<file path="src/hw/rtl/aesc_pkg.sv">
// ----------------------------------------------------------------------------
// aesc_pkg: shared types and constants of the escape sequence stripper
// Byte codes of the filter, the escape mode encoding and the result bundle
// passed from the filter to the output queue.
// ----------------------------------------------------------------------------
package aesc_pkg;

   localparam logic [7:0] ESC_BYTE = 8'h1b;
   localparam logic [7:0] CSI_OPEN = 8'h5b;
   localparam logic [7:0] FINAL_LO = 8'h40;
   localparam logic [7:0] FINAL_HI = 8'h7e;
   localparam logic [7:0] PROMPT_A = 8'h7e;
   localparam logic [7:0] PROMPT_B = 8'h24;
   localparam logic [7:0] PROMPT_C = 8'h20;
   localparam logic [7:0] CR_BYTE  = 8'h0d;

   localparam int unsigned LIMIT_W     = 10;
   localparam logic [LIMIT_W-1:0] LIMIT_RESET = 10'd1023;

   // Held prompt byte counts
   localparam logic [1:0] HOLD_NONE  = 2'd0;
   localparam logic [1:0] HOLD_TILDE = 2'd1;
   localparam logic [1:0] HOLD_TWO   = 2'd2;

   typedef enum logic [1:0] {
      MODE_TEXT = 2'd0,
      MODE_ESC  = 2'd1,
      MODE_CSI  = 2'd2
   } esc_mode_type;

   typedef struct packed {
      logic [7:0] data;
      logic       empty;
      logic       last;
   } result_type;

   // Up to three results caused by one item
   typedef struct packed {
      logic [1:0]           cnt;
      result_type [2:0]     res;
   } burst_type;

endpackage

</file>
<file path="src/hw/rtl/aesc_filter.sv">
// ----------------------------------------------------------------------------
// aesc_filter: per-byte filter step
// Holds escape mode, prompt match and passed byte count, and turns each
// accepted item into a burst of zero to three results.
// ----------------------------------------------------------------------------
module aesc_filter
   import aesc_pkg::*;
(
   input  logic               clock,
   input  logic               reset,
   input  logic               csr_wr_en,
   input  logic [LIMIT_W-1:0] csr_wr_data,
   input  logic               item_fire,
   input  logic [7:0]         item_byte,
   input  logic               item_last,
   output burst_type          burst
);

   esc_mode_type       mode_ff, mode_in;
   logic [1:0]         hold_ff, hold_in;
   logic [LIMIT_W-1:0] passed_ff, passed_in;
   logic [LIMIT_W-1:0] limit_ff;

   logic       to_text;     // byte goes through ordinary text handling
   logic [1:0] pre_hold;    // held bytes released ahead of this byte
   logic       csi_enter;
   logic       csi_exit;
   logic [1:0] hold_step;   // hold count before the end-of-message flush
   logic       text_emit;

   logic [7:0]         cand [4];
   logic [1:0]         cand_n;
   logic [LIMIT_W-1:0] room;
   logic [1:0]         emit_n;

   // Classify the byte against the current mode and prompt match
   always_comb begin
      to_text   = 1'b0;
      pre_hold  = HOLD_NONE;
      csi_enter = 1'b0;
      csi_exit  = 1'b0;
      hold_step = hold_ff;
      unique case (mode_ff)
         MODE_ESC: begin
            if (item_byte == CSI_OPEN) begin
               csi_enter = 1'b1;
            end else begin
               to_text = 1'b1;
            end
         end
         MODE_CSI: begin
            csi_exit = (item_byte >= FINAL_LO) && (item_byte <= FINAL_HI);
         end
         default: begin
            priority if (hold_ff == HOLD_TILDE) begin
               if (item_byte == PROMPT_B) begin
                  hold_step = HOLD_TWO;
               end else begin
                  pre_hold = HOLD_TILDE;
                  to_text  = 1'b1;
               end
            end else if (hold_ff == HOLD_TWO) begin
               if (item_byte == PROMPT_C) begin
                  hold_step = HOLD_NONE;
               end else begin
                  pre_hold = HOLD_TWO;
                  to_text  = 1'b1;
               end
            end else begin
               to_text = 1'b1;
            end
         end
      endcase
      if (to_text) begin
         hold_step = (item_byte == PROMPT_A) ? HOLD_TILDE : HOLD_NONE;
      end
      text_emit = to_text && (item_byte != ESC_BYTE) && (item_byte != PROMPT_A) &&
                  (item_byte != CR_BYTE);
   end

   // Next escape mode and prompt hold
   always_comb begin
      if (csi_enter) begin
         mode_in = MODE_CSI;
      end else if (to_text && (item_byte == ESC_BYTE)) begin
         mode_in = MODE_ESC;
      end else if (mode_ff == MODE_CSI && !csi_exit) begin
         mode_in = MODE_CSI;
      end else begin
         mode_in = MODE_TEXT;
      end
      hold_in = hold_step;
      if (item_last) begin
         mode_in = MODE_TEXT;
         hold_in = HOLD_NONE;
      end
   end

   // Line up candidate bytes: released prompt, text byte, end flush
   always_comb begin
      for (int i = 0; i < 4; i++) begin
         cand[i] = PROMPT_A;
      end
      cand_n = 2'd0;
      if (pre_hold == HOLD_TILDE) begin
         cand_n = 2'd1;
      end else if (pre_hold == HOLD_TWO) begin
         cand[1] = PROMPT_B;
         cand_n  = 2'd2;
      end
      if (text_emit) begin
         cand[cand_n] = item_byte;
         cand_n       = cand_n + 2'd1;
      end
      if (item_last) begin
         if (hold_step == HOLD_TILDE) begin
            cand[cand_n] = PROMPT_A;
            cand_n       = cand_n + 2'd1;
         end else if (hold_step == HOLD_TWO) begin
            cand[0] = PROMPT_A;
            cand[1] = PROMPT_B;
            cand_n  = 2'd2;
         end
      end
   end

   // Clip to the per-message limit and build the burst
   always_comb begin
      room   = (passed_ff < limit_ff) ? (limit_ff - passed_ff) : '0;
      emit_n = (room < {{(LIMIT_W-2){1'b0}}, cand_n}) ? room[1:0] : cand_n;
      for (int i = 0; i < 3; i++) begin
         burst.res[i].data  = cand[i];
         burst.res[i].empty = 1'b0;
         burst.res[i].last  = item_last && (emit_n == 2'(i + 1));
      end
      burst.cnt = emit_n;
      if (item_last && emit_n == 2'd0) begin
         burst.res[0].data  = 8'h00;
         burst.res[0].empty = 1'b1;
         burst.res[0].last  = 1'b1;
         burst.cnt          = 2'd1;
      end
      passed_in = item_last ? '0 : passed_ff + {{(LIMIT_W-2){1'b0}}, emit_n};
   end

   // Advance state on each accepted item
   always_ff @(posedge clock) begin
      if (reset) begin
         mode_ff   <= MODE_TEXT;
         hold_ff   <= HOLD_NONE;
         passed_ff <= '0;
      end else if (item_fire) begin
         mode_ff   <= mode_in;
         hold_ff   <= hold_in;
         passed_ff <= passed_in;
      end
   end

   // Hold the output limit register
   always_ff @(posedge clock) begin
      if (reset) begin
         limit_ff <= LIMIT_RESET;
      end else if (csr_wr_en) begin
         limit_ff <= csr_wr_data;
      end
   end

endmodule

</file>
<file path="src/hw/rtl/aesc_out_queue.sv">
// ----------------------------------------------------------------------------
// aesc_out_queue: result register and short drain queue
// Loads up to three results; presents one per cycle while out_ready is high.
// ----------------------------------------------------------------------------
module aesc_out_queue
   import aesc_pkg::*;
(
   input  logic      clock,
   input  logic      reset,
   input  logic      load,
   input  burst_type burst,
   output logic      load_ok,
   output logic      out_valid,
   input  logic      out_ready,
   output result_type out_res
);

   logic [1:0]  cnt_ff, cnt_in;
   result_type  res_ff [3];
   logic        drain;

   assign out_valid = (cnt_ff != 2'd0);
   assign out_res   = res_ff[0];
   assign drain     = out_valid && out_ready;
   // Take a new burst once the queue empties this cycle
   assign load_ok   = (cnt_ff == 2'd0) || ((cnt_ff == 2'd1) && out_ready);

   always_comb begin
      if (load) begin
         cnt_in = burst.cnt;
      end else if (drain) begin
         cnt_in = cnt_ff - 2'd1;
      end else begin
         cnt_in = cnt_ff;
      end
   end

   // Track occupancy
   always_ff @(posedge clock) begin
      if (reset) begin
         cnt_ff <= 2'd0;
      end else begin
         cnt_ff <= cnt_in;
      end
   end

   // Load a burst or shift toward the head
   always_ff @(posedge clock) begin
      if (load) begin
         res_ff[0] <= burst.res[0];
         res_ff[1] <= burst.res[1];
         res_ff[2] <= burst.res[2];
      end else if (drain) begin
         res_ff[0] <= res_ff[1];
         res_ff[1] <= res_ff[2];
      end
   end

endmodule

</file>
<file path="src/hw/rtl/ansi_escape_stripper.sv">
// ----------------------------------------------------------------------------
// ansi_escape_stripper: CSI escape, prompt and CR stripper for a byte stream
// Timing: the first result of an item appears in the cycle after it is accepted.
// Throughput: an item giving zero or one result is taken every cycle while
// rsp_tready is high; after one giving more (up to three), the next item
// is taken as the output queue, draining one result per ready cycle, empties.
// Reset: synchronous, clears mode, prompt match, count, queue; limit = 1023.
// ----------------------------------------------------------------------------
module ansi_escape_stripper
   import aesc_pkg::*;
(
   input  logic               clock,
   input  logic               reset,
   // configuration
   input  logic               csr_wr_en,
   input  logic [LIMIT_W-1:0] csr_wr_data,   // out_limit
   // input items
   input  logic               req_tvalid,
   output logic               req_tready,
   input  logic [7:0]         req_tdata,     // [7:0] in_byte
   input  logic               req_tlast,     // in_last
   // results
   output logic               rsp_tvalid,
   input  logic               rsp_tready,
   output logic [7:0]         rsp_tdata,     // [7:0] out_byte
   output logic               rsp_tuser,     // [0] out_empty
   output logic               rsp_tlast      // out_last
);

   logic       req_fire;
   logic       load_ok;
   burst_type  burst;
   result_type head;

   assign req_tready = load_ok;
   assign req_fire   = req_tvalid && load_ok;

   aesc_filter u_filter (
      .clock       (clock),
      .reset       (reset),
      .csr_wr_en   (csr_wr_en),
      .csr_wr_data (csr_wr_data),
      .item_fire   (req_fire),
      .item_byte   (req_tdata),
      .item_last   (req_tlast),
      .burst       (burst)
   );

   aesc_out_queue u_queue (
      .clock     (clock),
      .reset     (reset),
      .load      (req_fire),
      .burst     (burst),
      .load_ok   (load_ok),
      .out_valid (rsp_tvalid),
      .out_ready (rsp_tready),
      .out_res   (head)
   );

   assign rsp_tdata = head.data;
   assign rsp_tuser = head.empty;
   assign rsp_tlast = head.last;

endmodule
</file>
<file path="config.mk">
export PLATFORM = sky130hd
export DESIGN_NAME = ansi_escape_stripper
export DESIGN_NICKNAME = d
export VERILOG_FILES = /design/src/hw/rtl/aesc_pkg.sv /design/src/hw/rtl/aesc_filter.sv /design/src/hw/rtl/aesc_out_queue.sv /design/src/hw/rtl/ansi_escape_stripper.sv
export SDC_FILE = /design/constraint.sdc
export NUM_CORES = 1
export LEC_CHECK = 0
export ABC_AREA = 1
export BUFFER_PORTS_ARGS = -buffer_cell sky130_fd_sc_hd__buf_2
export CORE_MARGIN = 4
export CORE_UTILIZATION = 35
export CTS_CLUSTER_SIZE = 28
export DETAILED_ROUTE_END_ITERATION = 6
export SYNTH_ARGS = -nofsm -noshare
export SYNTH_HDL_FRONTEND = slang
export SYNTH_SLANG_ARGS = --single-unit
</file>
<file path="constraint.sdc">
create_clock -name clock -period 4.9 [get_ports clock]
set_input_delay 0.49 -clock clock [delete_from_list [all_inputs] [get_ports clock]]
set_output_delay 0.49 -clock clock [all_outputs]
set_load 0.05 [all_outputs]
</file>
==> results.md, run 1 <==
- Status: completed
- Placer Congestion: 0.851
- Routed WL per cell: 12.1 µm
- Maximum vdd ir drop: 0.000235 V
- Setup Viol. Count Final: 0
- Max Slew Vio Count: 0
- Final worst-path cycle share: 91.7%
- Tot Pwr: 1250 µW
- Setup_tns: 0 ps
- Async SR Flop Fraction: 0%
- Most frequent cells in the layout: nand2_1 (127), inv_1 (52), nor2_1 (37)
- CTS tree: yes
- Family with the most delay on the worst path: simple AND/OR/NAND/NOR gates
- Number of port buffers: 35
- Worst Tran Pin Value: 763 ps
- Fraction of layout instances using a drive strength above 1: 18.6%
- Routed via count: 2929
- Synth Instances: 461
- I/O pins: 36
- Yosys warnings: 0
- Antenna Violating Nets Remaining: 0
- Final hold viol count: 0
- Initial Util: 36.1%
- WP buf/inv: 7
- Slew HR: 49.1%
- Crit-path max FO: 4
- Synth Flop Type: edfxtp_1
- Lkg Pwr: 0.00164 µW
- Maxcap violations: 0
- Max stage delay on crit path: 360 ps
- Mapped cell area: 3540 µm²
- Crit path capture type: register
- Clock Latency Late Sink: 320 ps
- Die area: 11800 µm²
- EDFF count, synth: 28
- Initial antenna violation count: 0
- Cts bufs inserted: 5
- Dpl ws: 92.2 ps
- R2r setup slk: 410 ps
- Fin nets: 537
- First-pass GRT wire length: 13.1 mm
- Gr usage total: 13.7%
- Die Y-Extent: 109 µm
- Hold crit path type: input port to register
- Rows: 36
- Most common cell after layout, fill and taps aside: nand2_1
- H-tree depth: 2
- PwrDens: 318 nW/µm²
- WL final: 7.55 mm
- Worst Setup Slack, final: 407 ps
- Clock root cell: clkbuf_8
- # hold bufs at CTS: 0
- GRT overflow: 0
- Vias in the first global route: 2836
- Layout fillers: 1058
- Clk_skew: 7.52 ps
- Largest net degree at the start of global routing: 22
- Hold WS: 368 ps
- Die Span X: 109 µm
- Sink Count: 54
- Critical Path Start Type: register
- Net count after synthesis: 509
- Clock slew at reported path FFs: 110 ps
- # DRC: 0
- Avg Synthesized Cell Area: 7.69 µm²
- Clock Tree Buf Depth: 2
- Antenna Cells: 0
- Drt first pass iters: 4
- Max Freq: 223 MHz
- Setup CP Type: register to register
- Layout area overhead: 11.2%
- DP HPWL: 5.94 mm
- Crit path DAT: 4750 ps
- Sequential fraction of the synthesis area: 38.4%
- Required @ worst endpoint: 5160 ps
- Yosys reg bits: 54
- Yosys cell types: 41
- Critical-path top delay cell: dfxtp_2
- CP dominant cell by count: inv_1
- Tmin final: 4490 ps
- Fin util: 40.2%
- Initial DRC count: 127
- Area of the core: 9820 µm²
- Via-to-Cell Ratio: 4.70
==> synthesized netlist by cell type, types with 2 or more instances <==
cell / n / share of area, %
edfxtp_1: 28 / 24
inv_1: 52 / 5.5
nand3_4: 2 / 0.99
nor2_1: 40 / 4.2
nand2_2: 8 / 1.4
nor4_1: 2 / 0.35
xor2_1: 5 / 1.2
nand3_1: 33 / 4.7
a22oi_1: 4 / 0.85
o21ai_0: 10 / 1.4
nand2_4: 3 / 0.95
dlygate4sd1_1: 2 / 0.49
inv_2: 9 / 0.95
fa_1: 2 / 1.1
a21oi_1: 22 / 3.1
xnor2_1: 3 / 0.74
nor3b_1: 6 / 1.3
nand4_2: 2 / 0.71
nand4_1: 7 / 1.2
dfxtp_1: 26 / 15
nor3_1: 9 / 1.3
nand2_1: 128 / 14
nand3_2: 5 / 1.4
clkbuf_1: 4 / 0.42
buf_4: 8 / 1.7
ha_1: 22 / 7.8
o21ai_1: 4 / 0.56
a21o_1: 2 / 0.42
==> cell type report <==
| cell class | count | area (µm²) | area share [%] |
|---|---|---|---|
| Inverter | 63 | 239 | 6.06 |
| Timing Repair Buffer | 36 | 183 | 4.63 |
| Multi-Input combinational cell | 329 | 1890 | 48.0 |
| Tap cell | 133 | 166 | 4.22 |
| Clock inverter | 3 | 28.8 | 0.730 |
| Clock buffer | 5 | 68.8 | 1.75 |
| Sequential cell | 54 | 1360 | 34.6 |
==> cells by family (layout without fill, tap and decap cells) <==
kind of cell / count (synthesis) / count (layout) / synth area share [%]
flops: 54 / 54 / 38.4
fa+ha+maj: 24 / 24 / 8.90
compound gates: 48 / 48 / 7.84
xor+xnor: 9 / 9 / 2.44
buf+inv: 78 / 107 / 9.67
simple gates: 248 / 248 / 32.8
==> repair_timing <==
action | CTS | global route
endpoints found under the setup margin | 0 | 6
hold endpoints to repair | 0 | 0
setup buffers | 0 | 1
gates resized for setup | 0 | 13
==> power breakdown <==
part	switching [µW]	leakage, µW	internal, µW	total [µW]
Clock	171	0.0000502	107	278
Combinational	303	0.00114	97.4	401
Sequential	17.4	0.000455	558	575
Total	492	0.00164	762	1250
==> metal layers <==
metal	vias to the layer above	GRT usage, %	share of wire [%]
met1	1321	19.7	49
li1	1549	-	-
met2	51	21.7	45
met5	-	0	0
met4	0	3.70	1.4
met3	8	1.66	4.1
==> metrics by stage <==
step / area (µm²) / cells
finish: 3940 / 623
global route: 3940 / 623
CTS: 3880 / 622
detailed placement: 3780 / 614
global placement: 3780 / 614
floorplan: 3540 / 461
==> worst register-to-register path: cells and delay by family (launching register included) <==
| family | cells | cell delay [ps] |
|---|---|---|
| adders and majority gates | 6 | 1620 |
| AOI/OAI and AO/OA | 3 | 280 |
| DFF | 1 | 360 |
| and+or+nand+nor | 15 | 1750 |
| buffers and inverters | 7 | 410 |
==> worst paths after layout <==
path	from	end	cells past startpoint
worst max-delay path	u_filter.mode_ff[0]$_SDFFE_PP0P_	u_filter.passed_ff[8]$_SDFFE_PP0P_	31
worst min-delay path	csr_wr_data[6]	u_filter.limit_ff[6]$_SDFFE_PP1P_	3
worst max register to register	u_filter.mode_ff[0]$_SDFFE_PP0P_	u_filter.passed_ff[8]$_SDFFE_PP0P_	31
worst min register to register	u_queue.cnt_ff[1]$_SDFFE_PP0P_	u_queue.cnt_ff[1]$_SDFFE_PP0P_	2
==> registers in the layout, indices dropped and copies added, names as in the netlist <==
signal,flops
u_queue.res_ff,28
u_filter.limit_ff,10
u_filter.passed_ff,10
u_filter.hold_ff,2
u_filter.mode_ff,2
u_queue.cnt_ff,2
(Power assumes the default switching activity.)
==> run 2, diff against run 1 <==
--- a/config.mk
+++ b/config.mk
@@ -6,11 +6,11 @@
 export NUM_CORES = 1
 export LEC_CHECK = 0
 export ABC_AREA = 1
-export BUFFER_PORTS_ARGS = -buffer_cell sky130_fd_sc_hd__buf_2
 export CORE_MARGIN = 4
-export CORE_UTILIZATION = 35
+export CORE_UTILIZATION = 45
 export CTS_CLUSTER_SIZE = 28
 export DETAILED_ROUTE_END_ITERATION = 6
+export DONT_BUFFER_PORTS = 1
 export SYNTH_ARGS = -nofsm -noshare
 export SYNTH_HDL_FRONTEND = slang
 export SYNTH_SLANG_ARGS = --single-unit
==> results.md, run 2 (synthesis gave the netlist of run 1 again) <==
- Status: completed
- Top reg by flops: u_queue.res_ff
- Final Cell Area: 3730 µm²
- WL final: 7.50 mm
- Crit path to: u_filter.passed_ff[8]$_SDFFE_PP0P_
- Gr usage total: 16.3%
- Critical Path Start: u_filter.mode_ff[0]$_SDFFE_PP0P_
- Critical-path top delay cell: dfxtp_2
- Clock Tree Buf Depth: 2
- Fin nets: 502
- Slew HR: 51.7%
- Crit path capture type: register
- RSZ-0062 raised after global routing: yes
- Placer Congestion: 0.861
- Sink Count: 54
- Die area: 9360 µm²
- Final hold viol count: 0
- Die Span X: 96.8 µm
- Rows: 32
- Cts bufs inserted: 5
- Routed via count: 2835
- Vias in the first global route: 2616
- Fin util: 48.6%
- H-tree depth: 2
- Reg-to-Reg Start: u_filter.mode_ff[0]$_SDFFE_PP0P_
- I/O pins: 36
- Layout area overhead: 5.33%
- Initial DRC count: 223
- Initial antenna violation count: 0
- Clock Latency Late Sink: 320 ps
- Clk_skew: 7.30 ps
- Most frequent cells in the layout: nand2_1 (128), inv_1 (52), nor2_1 (36)
- CTS tree: yes
- Switching pwr: 474 µW
- First-pass GRT wire length: 12.7 mm
- Largest net degree at the start of global routing: 22
- Initial Util: 46.1%
- Die Y-Extent: 96.8 µm
- Hold WS: 221 ps
- Most common cell after layout, fill and taps aside: nand2_1
- Non-Filler Instances: 557
- Seq. cell area: 1360 µm²
- Tmin final: 4510 ps
- Top flop regs: u_queue.res_ff (28), u_filter.limit_ff (10), u_filter.passed_ff (10)
- Clock slew at reported path FFs: 110 ps
- Dpl cells: 549
- Fraction of layout instances using a drive strength above 1: 11.6%
- Number of port buffers: 0
- Lkg Pwr: 0.00151 µW
- Via-to-Cell Ratio: 5.09
- # DRC: 0
- Required @ worst endpoint: 5090 ps
- Crit path DAT: 4700 ps
- FF-to-FF path depth: 31
- Final worst-path cycle share: 92.1%
- Antenna Cells: 0
- Internal: 788 µW
- R2R Path End: u_filter.passed_ff[8]$_SDFFE_PP0P_
- Sw Ratio: 37.6%
- Area of placed instances: 3580 µm²
- Number of flip-flops under the largest register name: 28
- Worst Tran Pin Value: 723 ps
- Setup Viol. Count Final: 0
- DP HPWL: 5.89 mm
- Layout fillers: 737
- Drt first pass iters: 5
- PwrDens: 338 nW/µm²
- Routed WL per cell: 13.5 µm
- Hold crit path type: input port to register
- Critical Path Start Type: register
- Proportion of power drawn by flip-flops and latches: 53.4%
- Clock share of power: 25.4%
- Area taken by multi-input logic gates: 1880 µm²
- Antenna Violating Nets Remaining: 0
- Maxcap violations: 0
- Area of the core: 7690 µm²
- Clock root cell: clkbuf_8
- Max stage delay on crit path: 350 ps
- Max Slew Vio Count: 0
- Tot Pwr: 1260 µW
- R2r setup slk: 390 ps
- Setup CP Type: register to register
- Maximum vdd ir drop: 0.000128 V
- GRT overflow: 0
- Crit-path max FO: 4
- Max Freq: 222 MHz
- Comb pwr share: 21.2%
run 2: area by class of cell:
cell class              count  area share (%)
well taps                 102            3.42
multi-input cells         329            50.3
flip-flops and latches     54            36.5
clock buffers               5            1.84
repair buffers              1           0.201
clock inverters             3            1.31
inverters                  63            6.40
run 2: power groups by stage:
| stage | Clock, µW | Combinational [µW] | Sequential [µW] |
|---|---|---|---|
| floorplan | 0 | 326 | 601 |
| global placement | 0 | 264 | 685 |
| detailed placement | 0 | 268 | 686 |
| CTS | 330 | 269 | 676 |
| global route | 344 | 307 | 680 |
| finish | 320 | 267 | 674 |
run 2: worst min path at each step:
stage               slack (ps)  cells past startpoint                                  to                          startpoint
floorplan                  430                      1  u_filter.passed_ff[9]$_SDFFE_PP0P_  u_filter.passed_ff[9]$_SDFFE_PP0P_
global placement           440                      1  u_filter.passed_ff[9]$_SDFFE_PP0P_  u_filter.passed_ff[9]$_SDFFE_PP0P_
detailed placement         450                      2      u_queue.cnt_ff[1]$_SDFFE_PP0P_      u_queue.cnt_ff[1]$_SDFFE_PP0P_
CTS                        220                      1  u_filter.passed_ff[0]$_SDFFE_PP0P_                               reset
global route               210                      1  u_filter.passed_ff[0]$_SDFFE_PP0P_                               reset
finish                     220                      1    u_filter.mode_ff[1]$_SDFFE_PP0P_                               reset
run 2: critical path, delay by kind of cell, from the launching register on:
kind / cells / cell delay [ps]
and+or+nand+nor: 16 / 1770
adders and majority gates: 6 / 1600
buffers and inverters: 7 / 430
DFF: 1 / 350
AOI/OAI and AO/OA: 2 / 210
run 2: layer usage:
layer	wire length [µm]	part of all wire, %	up-vias	GRT usage, %
met2	3240	43	51	24.5
met3	353	4.7	9	2.52
li1	-	-	1487	-
met1	3820	51	1288	24.5
met5	0	0	-	0
met4	91	1.2	0	3.67
run 2: timing repair:
action,CTS,global route
gates resized for setup,0,10
buffers inserted,0,0
hold buffers,0,0
setup endpoints to repair,0,5
run 2: metrics by stage:
stage | worst slack, ps | TNS (ps)
after floorplan | 632 | 0
after global placement | 378 | 0
after global routing | -98.7 | -98.7
after CTS | 95.1 | 0
after detailed placement | 123 | 0
final | 388 | 0
==> run 3, diff against run 2 <==
--- a/config.mk
+++ b/config.mk
@@ -7,10 +7,11 @@
 export LEC_CHECK = 0
 export ABC_AREA = 1
 export CORE_MARGIN = 4
-export CORE_UTILIZATION = 45
+export CORE_UTILIZATION = 35
 export CTS_CLUSTER_SIZE = 28
 export DETAILED_ROUTE_END_ITERATION = 6
 export DONT_BUFFER_PORTS = 1
+export GPL_TIMING_DRIVEN = 0
 export SYNTH_ARGS = -nofsm -noshare
 export SYNTH_HDL_FRONTEND = slang
 export SYNTH_SLANG_ARGS = --single-unit
==> results.md, run 3 (synthesis gave the netlist of run 1 again) <==
- Setup Viol. Count Final: 0
- Layout area overhead: 9.00%
- Number of flip-flops under the largest register name: 28
- Worst Setup Slack, final: 445 ps
- Most frequent cells in the layout: nand2_1 (126), inv_1 (52), nor2_1 (37)
- Crit path capture type: register
- Gr usage total: 13.3%
- Post-CTS setup buffer count: 0
- Final worst-path cycle share: 90.9%
- Reg-to-Reg Start: u_filter.mode_ff[0]$_SDFFE_PP0P_
- Initial DRC count: 170
- First-pass GRT wire length: 12.6 mm
- I/O pins: 36
- Clock share of power: 21.8%
- DP HPWL: 5.80 mm
- Routed WL per cell: 12.1 µm
- Initial Util: 36.1%
- Top flop regs: u_queue.res_ff (28), u_filter.limit_ff (10), u_filter.passed_ff (10)
- Largest net degree at the start of global routing: 22
- Clock Latency Late Sink: 320 ps
- Non-Filler Instances: 602
- Sw Ratio: 38.5%
- Switching pwr: 480 µW
- Critical Path Start Type: register
- Number of gates resized after cts: 0
- Crit path DAT: 4700 ps
- RSZ-0062 raised after global routing: no
- Dpl cells: 594
- Comb pwr share: 30.5%
- GRT overflow: 0
- Clock slew at reported path FFs: 110 ps
- Seq. cell area: 1360 µm²
- Maxcap violations: 0
- WL final: 7.28 mm
- Layout fillers: 1037
- Max Slew Vio Count: 0
- Initial antenna violation count: 0
- Internal: 765 µW
- Status: completed
- Hold crit path type: input port to register
- Most common cell after layout, fill and taps aside: nand2_1
- Clock root cell: clkbuf_8
- Die Y-Extent: 109 µm
- WP buf/inv: 7
- Sink Count: 54
- Setup_tns: 0 ps
- Clk_skew: 12.0 ps
- Cts bufs inserted: 5
- Fraction of layout instances using a drive strength above 1: 13.6%
- Area of the core: 9820 µm²
- Tmin final: 4450 ps
- Setup CP Type: register to register
- Area taken by multi-input logic gates: 1890 µm²
- Number of port buffers: 0
- Lkg Pwr: 0.00156 µW
- PwrDens: 322 nW/µm²
- Max Freq: 224 MHz
- Family with the most delay on the worst path: simple AND/OR/NAND/NOR gates
- Antenna Violating Nets Remaining: 0
- Die area: 11800 µm²
- Vias in the first global route: 2715
- Max stage delay on crit path: 360 ps
- # hold bufs at CTS: 0
- Crit-path max FO: 4
- Worst Hold Launch: csr_wr_data[3]
- Proportion of power drawn by flip-flops and latches: 47.8%
- Maximum vdd ir drop: 0.000187 V
- Top reg by flops: u_queue.res_ff
- Critical Path Start: u_filter.mode_ff[0]$_SDFFE_PP0P_
- Die Span X: 109 µm
- Slew HR: 51.0%
- Rows: 36
- # DRC: 0
- Placer Congestion: 0.792
- CTS tree: yes
- CP dominant cell by count: inv_1
- Routed via count: 2868
- Worst Tran Pin Value: 734 ps
- Via-to-Cell Ratio: 4.76
- H-tree depth: 2
- Final hold viol count: 0
- Fin nets: 516
- Critical-path top delay cell: dfxtp_2
- Antenna Cells: 0
- Dpl ws: 102 ps
- Clock Tree Buf Depth: 2
- Required @ worst endpoint: 5140 ps
- Drt first pass iters: 4
-- run 3: changes by cell type in the layout (fill, tap and decap cells not counted), moves of 2 or more --
cell,previous run,this run
nand2_1,128,126
dlygate4sd1_1,0,2
clkbuf_1,0,4
buf_4,1,8
nand2_2,8,10
nor2_2,3,1
-- run 3: final timing paths --
check | cells past startpoint | endpoint | slack, ps
max | 31 | u_filter.passed_ff[8]$_SDFFE_PP0P_ | 450
max reg2reg | 31 | u_filter.passed_ff[8]$_SDFFE_PP0P_ | 450
min reg2reg | 1 | u_filter.passed_ff[9]$_SDFFE_PP0P_ | 470
min | 2 | u_filter.limit_ff[3]$_SDFFE_PP1P_ | 290
-- run 3: routing by layer --
metal	part of all wire, %	global-route usage [%]	vias to the layer above
met1	50	19.1	1294
met4	1.9	5.23	0
met2	43	19.9	56
met5	0	0	-
met3	4.5	2.25	11
li1	-	-	1507
-- run 3: area by class of cell --
cell class,count,share of cell area [%]
clock buffer,5,1.78
tap,133,4.31
inverter,63,6.19
multi-input combinational,329,49.0
clock inverter,3,0.745
sequential,54,35.3
buffer,15,2.69
-- run 3: power by group through the flow --
| stage | logic (µW) | registers [µW] | clock network, µW |
|---|---|---|---|
| after global placement | 376 | 605 | 0 |
| final | 379 | 595 | 271 |
| after floorplan | 326 | 601 | 0 |
| after detailed placement | 383 | 606 | 0 |
| after global routing | 428 | 603 | 294 |
| after CTS | 384 | 596 | 279 |
-- run 3: metrics by stage --
step	hold WS, ps	utilization (%)	instance area, µm²	power [µW]
final	289	39.3	3860	1240
after global routing	285	39.3	3860	1320
after CTS	280	38.8	3810	1260
after detailed placement	455	37.8	3710	989
after global placement	441	37.8	3710	981
after floorplan	427	-	3540	926
